===== src/rtl/tkf_pkg.sv =====
`timescale 1ns / 1ps
// ----------------------------------------------------------------------------
// tkf_pkg
// Shared constants, state encoding and control bundles of the top-k
// frequent values block.
// ----------------------------------------------------------------------------
`default_nettype none

package tkf_pkg;

   localparam int VALUE_W             = 32;
   localparam int OCC_W               = 16;
   localparam int TOP_COUNT_W         = 7;
   localparam int DEFAULT_TABLE_DEPTH = 64;

   localparam logic [OCC_W-1:0]       OCC_MAX       = {OCC_W{1'b1}};
   localparam logic [TOP_COUNT_W-1:0] TOP_COUNT_RST = TOP_COUNT_W'(1);

   typedef enum logic [1:0] {
      ST_IDLE,
      ST_SCAN,
      ST_PICK,
      ST_EMIT
   } tkf_state_type;

   // One result handed from the sequencer to the output register.
   typedef struct packed {
      logic                      load;
      logic signed [VALUE_W-1:0] value;
      logic [OCC_W-1:0]          count;
      logic                      overflow;
      logic                      last;
   } tkf_emit_type;

   typedef struct packed {
      logic idle;
      logic empty;
   } tkf_status_type;

endpackage

`default_nettype wire


===== src/rtl/tkf_table.sv =====
`timescale 1ns / 1ps
// ----------------------------------------------------------------------------
// tkf_table
// Value and count storage: one write port, one read port with registered
// read data.
// ----------------------------------------------------------------------------
`default_nettype none

module tkf_table #(
   parameter int TABLE_DEPTH = tkf_pkg::DEFAULT_TABLE_DEPTH,
   parameter int IDX_W       = (TABLE_DEPTH > 1) ? $clog2(TABLE_DEPTH) : 1
) (
   input  wire logic                              clock,
   input  wire logic [IDX_W-1:0]                  wr_addr,
   input  wire logic                              wr_val_en,
   input  wire logic                              wr_cnt_en,
   input  wire logic signed [tkf_pkg::VALUE_W-1:0] wr_val,
   input  wire logic [tkf_pkg::OCC_W-1:0]         wr_cnt,
   input  wire logic                              rd_en,
   input  wire logic [IDX_W-1:0]                  rd_addr,
   output logic signed [tkf_pkg::VALUE_W-1:0]     rd_val,
   output logic [tkf_pkg::OCC_W-1:0]              rd_cnt
);
   import tkf_pkg::*;

   logic signed [VALUE_W-1:0] val_mem [TABLE_DEPTH];
   logic [OCC_W-1:0]          cnt_mem [TABLE_DEPTH];

   always_ff @(posedge clock) begin
      if (wr_val_en) begin
         val_mem[wr_addr] <= wr_val;
      end
      if (wr_cnt_en) begin
         cnt_mem[wr_addr] <= wr_cnt;
      end
   end

   always_ff @(posedge clock) begin
      if (rd_en) begin
         rd_val <= val_mem[rd_addr];
         rd_cnt <= cnt_mem[rd_addr];
      end
   end

endmodule

`default_nettype wire


===== src/rtl/tkf_cmp_unit.sv =====
`timescale 1ns / 1ps
// ----------------------------------------------------------------------------
// tkf_cmp_unit
// Shared compare unit: value equality for the lookup, rank order for the
// selection (higher count first, then larger signed value).
// ----------------------------------------------------------------------------
`default_nettype none

module tkf_cmp_unit (
   input  wire logic [tkf_pkg::OCC_W-1:0]          a_cnt,
   input  wire logic signed [tkf_pkg::VALUE_W-1:0] a_val,
   input  wire logic [tkf_pkg::OCC_W-1:0]          b_cnt,
   input  wire logic signed [tkf_pkg::VALUE_W-1:0] b_val,
   output logic                                    val_eq,
   output logic                                    ahead
);
   import tkf_pkg::*;

   always_comb begin
      val_eq = (a_val == b_val);
      ahead  = (a_cnt > b_cnt) || ((a_cnt == b_cnt) && (a_val > b_val));
   end

endmodule

`default_nettype wire


===== src/rtl/tkf_seq.sv =====
`timescale 1ns / 1ps
// ----------------------------------------------------------------------------
// tkf_seq
// Sequencer: walks the table once per beat to find or insert the value,
// then walks it once per result to pick the next best entry.
// ----------------------------------------------------------------------------
`default_nettype none

module tkf_seq #(
   parameter int TABLE_DEPTH = tkf_pkg::DEFAULT_TABLE_DEPTH,
   parameter int IDX_W       = (TABLE_DEPTH > 1) ? $clog2(TABLE_DEPTH) : 1
) (
   input  wire logic                               clock,
   input  wire logic                               reset,
   input  wire logic                               req_valid,
   output logic                                    req_ready,
   input  wire logic signed [tkf_pkg::VALUE_W-1:0] req_value,
   input  wire logic                               req_last_item,
   input  wire logic [tkf_pkg::TOP_COUNT_W-1:0]    top_count,
   input  wire logic                               slot_free,
   output tkf_pkg::tkf_emit_type                   emit,
   output tkf_pkg::tkf_status_type                 status,
   output logic [IDX_W-1:0]                        tbl_wr_addr,
   output logic                                    tbl_wr_val_en,
   output logic                                    tbl_wr_cnt_en,
   output logic signed [tkf_pkg::VALUE_W-1:0]      tbl_wr_val,
   output logic [tkf_pkg::OCC_W-1:0]               tbl_wr_cnt,
   output logic                                    tbl_rd_en,
   output logic [IDX_W-1:0]                        tbl_rd_addr,
   input  wire logic signed [tkf_pkg::VALUE_W-1:0] tbl_rd_val,
   input  wire logic [tkf_pkg::OCC_W-1:0]          tbl_rd_cnt
);
   import tkf_pkg::*;

   localparam int CNT_W = $clog2(TABLE_DEPTH + 1);
   localparam logic [CNT_W-1:0] DEPTH_CNT = CNT_W'(TABLE_DEPTH);

   tkf_state_type state_ff, state_in;

   logic signed [VALUE_W-1:0] val_ff, val_in;
   logic                      last_ff, last_in;
   logic [CNT_W-1:0]          rd_idx_ff, rd_idx_in;
   logic                      rd_vld_ff, rd_vld_in;
   logic [IDX_W-1:0]          cmp_idx_ff, cmp_idx_in;
   logic [CNT_W-1:0]          used_ff, used_in;
   logic                      ovf_ff, ovf_in;
   logic [TABLE_DEPTH-1:0]    taken_ff, taken_in;
   logic [CNT_W-1:0]          k_ff, k_in;
   logic                      best_vld_ff, best_vld_in;
   logic signed [VALUE_W-1:0] best_val_ff, best_val_in;
   logic [OCC_W-1:0]          best_cnt_ff, best_cnt_in;
   logic [IDX_W-1:0]          best_idx_ff, best_idx_in;

   logic                      issue;
   logic                      scan_hit;
   logic                      scan_done;
   logic                      pick_done;
   logic                      tbl_full;
   logic                      emit_go;
   logic                      emit_last;
   logic [TOP_COUNT_W-1:0]    top_eff;
   logic [CNT_W-1:0]          want;
   logic [OCC_W-1:0]          cnt_sat;
   logic [OCC_W-1:0]          cmp_b_cnt;
   logic signed [VALUE_W-1:0] cmp_b_val;
   logic                      cmp_eq;
   logic                      cmp_ahead;

   // During the lookup the entry is matched against the incoming value;
   // during selection it is ranked against the best entry so far.
   assign cmp_b_cnt = best_cnt_ff;
   assign cmp_b_val = (state_ff == ST_SCAN) ? val_ff : best_val_ff;

   tkf_cmp_unit u_cmp (
      .a_cnt  (tbl_rd_cnt),
      .a_val  (tbl_rd_val),
      .b_cnt  (cmp_b_cnt),
      .b_val  (cmp_b_val),
      .val_eq (cmp_eq),
      .ahead  (cmp_ahead)
   );

   always_comb begin
      issue     = ((state_ff == ST_SCAN) || (state_ff == ST_PICK)) && (rd_idx_ff < used_ff);
      scan_hit  = (state_ff == ST_SCAN) && rd_vld_ff && cmp_eq;
      scan_done = (state_ff == ST_SCAN) && !rd_vld_ff && !issue;
      pick_done = (state_ff == ST_PICK) && !rd_vld_ff && !issue;
      tbl_full  = (used_ff == DEPTH_CNT);
      emit_go   = (state_ff == ST_EMIT) && slot_free;
      top_eff   = (top_count == '0) ? TOP_COUNT_RST : top_count;
      want      = (top_eff > TOP_COUNT_W'(used_ff)) ? used_ff : top_eff[CNT_W-1:0];
      emit_last = ((k_ff + CNT_W'(1)) == want);
      cnt_sat   = (tbl_rd_cnt == OCC_MAX) ? tbl_rd_cnt : tbl_rd_cnt + OCC_W'(1);
   end

   // Next state.
   always_comb begin
      state_in = state_ff;
      case (state_ff)
         ST_IDLE: begin
            if (req_valid) begin
               state_in = ST_SCAN;
            end
         end
         ST_SCAN: begin
            if (scan_hit || scan_done) begin
               state_in = last_ff ? ST_PICK : ST_IDLE;
            end
         end
         ST_PICK: begin
            if (pick_done) begin
               state_in = ST_EMIT;
            end
         end
         ST_EMIT: begin
            if (emit_go) begin
               state_in = emit_last ? ST_IDLE : ST_PICK;
            end
         end
         default: begin
            state_in = ST_IDLE;
         end
      endcase
   end

   // Outputs.
   always_comb begin
      req_ready      = (state_ff == ST_IDLE);
      tbl_rd_en      = issue;
      tbl_rd_addr    = rd_idx_ff[IDX_W-1:0];
      tbl_wr_addr    = cmp_idx_ff;
      tbl_wr_val_en  = 1'b0;
      tbl_wr_cnt_en  = 1'b0;
      tbl_wr_val     = val_ff;
      tbl_wr_cnt     = cnt_sat;
      if (scan_hit) begin
         tbl_wr_cnt_en = 1'b1;
      end else if (scan_done && !tbl_full) begin
         tbl_wr_addr   = used_ff[IDX_W-1:0];
         tbl_wr_val_en = 1'b1;
         tbl_wr_cnt_en = 1'b1;
         tbl_wr_cnt    = OCC_W'(1);
      end
      emit.load     = emit_go;
      emit.value    = best_val_ff;
      emit.count    = best_cnt_ff;
      emit.overflow = ovf_ff;
      emit.last     = emit_last;
      status.idle   = (state_ff == ST_IDLE);
      status.empty  = (used_ff == '0) && !ovf_ff;
   end

   // Datapath next values.
   always_comb begin
      val_in      = val_ff;
      last_in     = last_ff;
      rd_idx_in   = rd_idx_ff;
      rd_vld_in   = rd_vld_ff;
      cmp_idx_in  = cmp_idx_ff;
      used_in     = used_ff;
      ovf_in      = ovf_ff;
      taken_in    = taken_ff;
      k_in        = k_ff;
      best_vld_in = best_vld_ff;
      best_val_in = best_val_ff;
      best_cnt_in = best_cnt_ff;
      best_idx_in = best_idx_ff;

      if ((state_ff == ST_SCAN) || (state_ff == ST_PICK)) begin
         rd_vld_in  = issue;
         cmp_idx_in = rd_idx_ff[IDX_W-1:0];
         if (issue) begin
            rd_idx_in = rd_idx_ff + CNT_W'(1);
         end
      end

      case (state_ff)
         ST_IDLE: begin
            if (req_valid) begin
               val_in    = req_value;
               last_in   = req_last_item;
               rd_idx_in = '0;
               rd_vld_in = 1'b0;
            end
         end
         ST_SCAN: begin
            if (scan_done) begin
               if (tbl_full) begin
                  ovf_in = 1'b1;
               end else begin
                  used_in = used_ff + CNT_W'(1);
               end
            end
            if (scan_hit || scan_done) begin
               rd_idx_in   = '0;
               rd_vld_in   = 1'b0;
               best_vld_in = 1'b0;
               k_in        = '0;
            end
         end
         ST_PICK: begin
            if (rd_vld_ff && !taken_ff[cmp_idx_ff] && (!best_vld_ff || cmp_ahead)) begin
               best_vld_in = 1'b1;
               best_val_in = tbl_rd_val;
               best_cnt_in = tbl_rd_cnt;
               best_idx_in = cmp_idx_ff;
            end
         end
         ST_EMIT: begin
            if (emit_go) begin
               taken_in[best_idx_ff] = 1'b1;
               k_in        = k_ff + CNT_W'(1);
               rd_idx_in   = '0;
               rd_vld_in   = 1'b0;
               best_vld_in = 1'b0;
               if (emit_last) begin
                  used_in  = '0;
                  ovf_in   = 1'b0;
                  taken_in = '0;
               end
            end
         end
         default: begin
            rd_vld_in = 1'b0;
         end
      endcase
   end

   always_ff @(posedge clock) begin
      if (reset) begin
         state_ff    <= ST_IDLE;
         rd_vld_ff   <= 1'b0;
         used_ff     <= '0;
         ovf_ff      <= 1'b0;
         taken_ff    <= '0;
         k_ff        <= '0;
         best_vld_ff <= 1'b0;
      end else begin
         state_ff    <= state_in;
         rd_vld_ff   <= rd_vld_in;
         used_ff     <= used_in;
         ovf_ff      <= ovf_in;
         taken_ff    <= taken_in;
         k_ff        <= k_in;
         best_vld_ff <= best_vld_in;
      end
   end

   always_ff @(posedge clock) begin
      val_ff      <= val_in;
      last_ff     <= last_in;
      rd_idx_ff   <= rd_idx_in;
      cmp_idx_ff  <= cmp_idx_in;
      best_val_ff <= best_val_in;
      best_cnt_ff <= best_cnt_in;
      best_idx_ff <= best_idx_in;
   end

endmodule

`default_nettype wire


===== src/rtl/top_k_frequent_values.sv =====
`timescale 1ns / 1ps
// ----------------------------------------------------------------------------
// top_k_frequent_values
// Counts the distinct values of a set and, after the final beat, returns the
// most frequent ones, highest count first and larger value first on ties.
// ----------------------------------------------------------------------------
//
//   Channel | Direction | Handshake             | Payload
//   --------+-----------+-----------------------+-------------------------------
//   req     | in        | req_valid / req_ready | req_value, req_last_item
//   rsp     | out       | rsp_valid / rsp_ready | rsp_top_value, rsp_occurrences,
//           |           |                       | rsp_table_overflow, rsp_last_result
//   csr     | in        | csr_valid / csr_ready | csr_top_count
//
// A request beat holds the block until its lookup ends: the lookup reads the held
// distinct values one entry a cycle through the single read port, and a hit ends the
// walk early. After the final beat each result takes a full walk through the same port
// and the shared compare unit, then the emit state hands it to the output register.
// Reset is synchronous and needs no clearing pass. A stalled response holds the next
// hand-off back; request beats wait on it only while results of the set remain.
`default_nettype none

module top_k_frequent_values #(
   parameter int TABLE_DEPTH = tkf_pkg::DEFAULT_TABLE_DEPTH
) (
   input  wire logic                               clock,
   input  wire logic                               reset,
   input  wire logic                               req_valid,
   output logic                                    req_ready,
   input  wire logic signed [tkf_pkg::VALUE_W-1:0] req_value,
   input  wire logic                               req_last_item,
   output logic                                    rsp_valid,
   input  wire logic                               rsp_ready,
   output logic signed [tkf_pkg::VALUE_W-1:0]      rsp_top_value,
   output logic [tkf_pkg::OCC_W-1:0]               rsp_occurrences,
   output logic                                    rsp_table_overflow,
   output logic                                    rsp_last_result,
   input  wire logic                               csr_valid,
   output logic                                    csr_ready,
   input  wire logic [tkf_pkg::TOP_COUNT_W-1:0]    csr_top_count
);
   import tkf_pkg::*;

   localparam int IDX_W = (TABLE_DEPTH > 1) ? $clog2(TABLE_DEPTH) : 1;

   // Configuration register: the number of results per set.
   logic [TOP_COUNT_W-1:0] top_count_ff, top_count_in;

   // Output register, which decouples the sequencer from the response side.
   logic                      rsp_valid_ff, rsp_valid_in;
   logic signed [VALUE_W-1:0] rsp_value_ff;
   logic [OCC_W-1:0]          rsp_occ_ff;
   logic                      rsp_ovf_ff;
   logic                      rsp_last_ff;
   logic                      slot_free;

   tkf_emit_type   emit;
   tkf_status_type status;

   logic [IDX_W-1:0]          tbl_wr_addr;
   logic                      tbl_wr_val_en;
   logic                      tbl_wr_cnt_en;
   logic signed [VALUE_W-1:0] tbl_wr_val;
   logic [OCC_W-1:0]          tbl_wr_cnt;
   logic                      tbl_rd_en;
   logic [IDX_W-1:0]          tbl_rd_addr;
   logic signed [VALUE_W-1:0] tbl_rd_val;
   logic [OCC_W-1:0]          tbl_rd_cnt;

   tkf_table #(
      .TABLE_DEPTH (TABLE_DEPTH),
      .IDX_W       (IDX_W)
   ) u_table (
      .clock     (clock),
      .wr_addr   (tbl_wr_addr),
      .wr_val_en (tbl_wr_val_en),
      .wr_cnt_en (tbl_wr_cnt_en),
      .wr_val    (tbl_wr_val),
      .wr_cnt    (tbl_wr_cnt),
      .rd_en     (tbl_rd_en),
      .rd_addr   (tbl_rd_addr),
      .rd_val    (tbl_rd_val),
      .rd_cnt    (tbl_rd_cnt)
   );

   tkf_seq #(
      .TABLE_DEPTH (TABLE_DEPTH),
      .IDX_W       (IDX_W)
   ) u_seq (
      .clock         (clock),
      .reset         (reset),
      .req_valid     (req_valid),
      .req_ready     (req_ready),
      .req_value     (req_value),
      .req_last_item (req_last_item),
      .top_count     (top_count_ff),
      .slot_free     (slot_free),
      .emit          (emit),
      .status        (status),
      .tbl_wr_addr   (tbl_wr_addr),
      .tbl_wr_val_en (tbl_wr_val_en),
      .tbl_wr_cnt_en (tbl_wr_cnt_en),
      .tbl_wr_val    (tbl_wr_val),
      .tbl_wr_cnt    (tbl_wr_cnt),
      .tbl_rd_en     (tbl_rd_en),
      .tbl_rd_addr   (tbl_rd_addr),
      .tbl_rd_val    (tbl_rd_val),
      .tbl_rd_cnt    (tbl_rd_cnt)
   );

   // Always writable; users must write only while the block idles; not enforced.
   assign csr_ready = 1'b1;

   // The output slot can take a new result when it is empty or being drained.
   assign slot_free = !rsp_valid_ff || rsp_ready;

   always_comb begin
      top_count_in = top_count_ff;
      if (csr_valid) begin
         top_count_in = csr_top_count;
      end
      rsp_valid_in = rsp_valid_ff;
      if (emit.load) begin
         rsp_valid_in = 1'b1;
      end else if (rsp_ready) begin
         rsp_valid_in = 1'b0;
      end
   end

   always_ff @(posedge clock) begin
      if (reset) begin
         top_count_ff <= TOP_COUNT_RST;
         rsp_valid_ff <= 1'b0;
      end else begin
         top_count_ff <= top_count_in;
         rsp_valid_ff <= rsp_valid_in;
      end
   end

   always_ff @(posedge clock) begin
      if (emit.load) begin
         rsp_value_ff <= emit.value;
         rsp_occ_ff   <= emit.count;
         rsp_ovf_ff   <= emit.overflow;
         rsp_last_ff  <= emit.last;
      end
   end

   assign rsp_valid          = rsp_valid_ff;
   assign rsp_top_value      = rsp_value_ff;
   assign rsp_occurrences    = rsp_occ_ff;
   assign rsp_table_overflow = rsp_ovf_ff;
   assign rsp_last_result    = rsp_last_ff;

   // Once the final result of a set is handed off, the sequencer is idle
   // with an empty table and a cleared overflow flag.
   assert property (@(posedge clock) disable iff (reset)
      emit.load && emit.last |=> status.idle && status.empty)
      else $error("table not cleared after the final result of a set");

   // A new result never overwrites one that is still waiting.
   assert property (@(posedge clock) disable iff (reset)
      emit.load |-> !rsp_valid_ff || rsp_ready)
      else $error("result loaded into an occupied output register");

   // The block works on one request beat at a time.
   assert property (@(posedge clock) disable iff (reset)
      req_valid && req_ready |=> !req_ready)
      else $error("request taken while the previous beat is still in work");

endmodule

`default_nettype wire


===== config.mk =====
export PLATFORM = sky130hd
export DESIGN_NAME = top_k_frequent_values
export DESIGN_NICKNAME = d
export VERILOG_FILES = /design/src/rtl/tkf_pkg.sv /design/src/rtl/tkf_table.sv /design/src/rtl/tkf_cmp_unit.sv /design/src/rtl/tkf_seq.sv /design/src/rtl/top_k_frequent_values.sv
export SDC_FILE = /design/constraint.sdc
export NUM_CORES = 2
export LEC_CHECK = 0
export BUFFER_PORTS_ARGS = -buffer_cell sky130_fd_sc_hd__buf_2
export CORE_MARGIN = 2
export CORE_UTILIZATION = 65
export CTS_BUF_LIST = sky130_fd_sc_hd__clkbuf_4 sky130_fd_sc_hd__clkbuf_8
export CTS_CLUSTER_DIAMETER = 200
export DETAILED_ROUTE_END_ITERATION = 8
export PLACE_DENSITY = 0.82
export REMOVE_ABC_BUFFERS = 1
export SYNTH_ARGS = -nofsm -noshare
export SYNTH_HDL_FRONTEND = slang
export SYNTH_SLANG_ARGS = --single-unit

===== constraint.sdc =====
create_clock -name clock -period 6.61 [get_ports clock]
set_input_delay 0.661 -clock clock [delete_from_list [all_inputs] [get_ports clock]]
set_output_delay 0.661 -clock clock [all_outputs]
set_load 0.01 [all_outputs]

==> Implementation_results.wiki <==
{| class="wikitable"
! Metric !! Value
|-
| Result of the run || complete, no violations
|-
| Combinational Power Share || 0.087
|-
| Routed wire per std cell || 35.4 um
|-
| Post-Syn Area || 130000 um^2
|-
| CTS clock-pin slew for the worst setup and hold paths || about 70 ps
|-
| Biggest area consumer among synthesized cells || edfxtp_1
|-
| Power Internal || 34.9 mW
|-
| Data arrival at the endpoint of the critical path || 6340 ps
|-
| Global placer's final weighted congestion || just over 0.9
|-
| Initial DRC count || 11.4k
|-
| Number of cell rows || 163
|-
| Most frequent cells in the layout || edfxtp_1 (3263), mux4_2 (836), clkbuf_8 (561)
|-
| Most common library cell in the layout ignoring fill and taps || edfxtp_1
|-
| Relative slew margins || 0.0888
|-
| Number of distinct library cells after synthesis || 67
|-
| Number of global-route vias before repair || approximately 67k
|-
| Filler Cells Inserted || 10.1k
|-
| Total half-perimeter wirelength after legalization and detailed placement || just under 200000 um
|-
| Number of warning messages in the yosys log || 0
|-
| Standard cell area after detailed placement || 135000 um^2
|-
| Via-per-instance ratio || roughly 7
|-
| Fraction of power consumed by the clock network || 0.380
|-
| Remaining Overflow, GRT || 0
|-
| Overall fraction of global-route tracks in use || 0.335
|-
| Die outline area || slightly above 200000 um^2
|-
| Fin Clk Skew || between 60 and 70 ps
|-
| RSZ-0062 raised after global routing || false
|-
| Post-synthesis to final-layout area growth || 11.9%
|-
| Starting density of the core || 0.656
|-
| Worst VDD drop || 213 uV
|-
| Port buffer count || 96
|-
| Count of cells resized by post-cts repair || 0
|-
| Number of CTS-inserted buffers || 536
|-
| Post-route clock period utilization || 0.844
|-
| CTS tree || done
|-
| Power density relative to cell area || 315 nW/um^2
|-
| Synth Flop Type || edfxtp_1
|-
| Final non-filler cell area || 145000 um^2
|-
| Overall power after layout || 45.7 mW
|-
| Maximum level of the CTS H-tree || 6
|-
| Total via count in the routed design || 67.9k
|-
| Register bit total from synthesis || 3361
|-
| Drt first pass iters || 8
|-
| Maximum operating frequency || 179 MHz
|-
| Number of primary I/O pins || roughly 100
|-
| Cell count after placement || 8592
|-
| Hold Fails Final Rpt || 0
|-
| Post-Place Setup Slack || 1130 ps
|-
| Class of the tightest hold or removal check || primary input to register
|-
| Startpoint Class || register
|-
| Setup CP Type || register to register
|-
| Post-synthesis instance total || 5968
|-
| Fin crit period || 5580 ps
|-
| Number of flops mapped to enable cells by yosys || ~3.3k
|-
| Antenna violations before repair || 38
|-
| Largest net degree at the start of global routing || 122
|-
| Root buffer cell || clkbuf_8
|-
| Fraction of the yosys area taken by sequential cells || 0.770
|-
| Number of routed nets with antenna violations || 0
|-
| Overall die height || 451 um
|-
| Post-route non-filler standard cell count || about 9.6k
|-
| Placeable core region || 198000 um^2
|-
| Static Leakage || 44.9 nW
|-
| Register share of total power || 0.533
|-
| Reported max-cap violation count || 0
|-
| CP Data Required Time || 7380 ps
|-
| Most area-consuming cells after synthesis || edfxtp_1 (76%), mux4_2 (15%), mux2i_1 (2.0%)
|-
| Average cell area after synthesis || 21.7 um^2
|-
| Endpoints failing setup || 0
|-
| Clock network latency to the later pin of the worst-skew pair || roughly 1100 ps
|-
| DIE WIDTH || 451 um
|-
| Sort of element at the end of the critical path || register
|-
| Total negative slack || 0 ps
|-
| Clock sink count || roughly 3.4k
|-
| Net count, final || about 6.6k
|-
| Share of the synthesized area in the top cell type || 0.755
|-
| Fraction of final layout cells with drive strength greater than 1 || 0.300
|-
| CP Max Fanout || 20
|-
| Worst-Margin Slew || roughly 1400 ps
|-
| Total Routed Length || approximately 340000 um
|-
| Fraction of registers with async set or reset after synthesis || 0
|-
| Crit path setup slack, layout || 1030 ps
|-
| Switching power || 10.8 mW
|-
| Switching portion of total power || 0.236
|-
| DRC viols || 0
|-
| Buffers inserted by post-CTS timing repair || 0
|-
| First-pass GRT wire length || ~480000 um
|-
| Total count of max-transition violations in the final report || 0
|-
| Largest buffer count on any clock path || 4
|}
[registers in the layout, indices dropped and copies added, names as in the netlist, 2 cells and up]
register           cells
u_table.val_mem     2048
u_table.cnt_mem     1024
u_seq.taken_ff        64
rsp_top_value         32
u_seq.best_val_ff     32
u_seq.tbl_wr_val      32
u_table.rd_val        32
rsp_occurrences       16
u_seq.best_cnt_ff     16
u_table.rd_cnt        16
top_count_ff           7
u_seq.k_ff             7
u_seq.rd_idx_ff        7
u_seq.used_ff          7
u_seq.best_idx_ff      6
u_seq.cmp_idx_ff       6
u_seq.state_ff         2
[area by class of cell]
class,instances,area (um^2),area share
Inverter,38,151,0.00104
Timing Repair Buffer,360,2670,0.0184
Tap cell,2640,3300,0.0227
Sequential cell,3361,100000,0.688
Clock buffer,719,8910,0.0613
Multi-Input combinational cell,2236,28900,0.199
Clock inverter,191,1320,0.00911
Antenna cell,10,25.0,0.000172
[critical path, cell delays in order, from the launching register on]
cell and delay, ps:
dfxtp_1 580, inv_1 200, ha_1 340, o21ai_0 60
o21ai_0 310, a21oi_4 80, buf_4 230, or3_1 360
buf_4 200, mux2i_1 250, or2_2 700, nand2b_1 710
nor2_1 890, buf_4 310
[cell usage after synthesis, types with 4 or more instances]
cell type,instances
a211oi_1,24
a21o_1,10
a21oi_1,197
a22oi_1,5
a311oi_1,24
a31oi_1,20
and3_1,11
buf_1,63
buf_2,82
buf_4,16
clkbuf_1,171
dfxtp_1,98
edfxtp_1,3263
ha_1,70
inv_1,37
mux2_2,4
mux2i_1,259
mux4_2,836
nand2_1,123
nand2b_1,21
nand3_1,30
nand3b_1,4
nand4_1,15
nor2_1,281
nor2b_1,14
nor3_1,27
nor3b_1,9
nor4_1,4
o21a_1,5
o21ai_0,27
o221ai_1,102
o22ai_1,33
o31ai_1,4
or2_2,5
xnor2_1,11
xor2_1,14
[per-layer routing]
layer | wire [um] | GRT usage
met5 | 117 | 0
met4 | 13200 | 0.122
met3 | 51500 | 0.107
met2 | 157000 | 0.500
met1 | 116000 | 0.473
[stage by stage]
step                      utilization  hold slack (ps)
final                           0.734              296
after global routing            0.734              237
after CTS                       0.734              199
after detailed placement        0.680              441
after global placement          0.680              442
after floorplan                     -              409
[final timing paths]
| path | startpoint | end | slack, ps | depth (start not counted) |
|---|---|---|---|---|
| worst max-delay path | u_seq.used_ff[5]$_SDFFE_PP0P_ | u_table.cnt_mem[25][0]$_DFFE_PP_ | 1030 | 13 |
| worst min-delay path | req_value[9] | u_seq.tbl_wr_val[9]$_DFFE_PP_ | 300 | 2 |
| worst max register to register | u_seq.used_ff[5]$_SDFFE_PP0P_ | u_table.cnt_mem[25][0]$_DFFE_PP_ | 1030 | 13 |
| worst min register to register | u_seq.best_val_ff[3]$_DFFE_PP_ | rsp_top_value[3]$_DFFE_PP_ | 450 | 0 |
[power groups by stage]
stage | Sequential (mW) | Combinational (mW) | Clock, mW
finish | 24.4 | 3.96 | 17.4
global route | 24.4 | 4.13 | 18.3
CTS | 24.3 | 3.89 | 17.4
detailed placement | 24.8 | 3.83 | 0
global placement | 24.8 | 3.72 | 0
floorplan | 25.1 | 3.43 | 0
[logic make-up (layout without fill, tap and decap cells)]
family,after synthesis,count (layout),share of synthesized area
simple gates,566,566,0.0195
xor+xnor,25,25,0.00169
buf+inv,371,1308,0.0120
mux,1099,1099,0.165
fa+ha+maj,70,70,0.00675
flops,3361,3361,0.770
other cells,1,11,0.0000289
compound gates,475,475,0.0243
[timing repair]
action / CTS / global route
hold endpoints to repair: 49 / 0
setup endpoints to repair: 0 / 0
hold buffers: 43 / 0
Power figures use the tool's default switching activity.
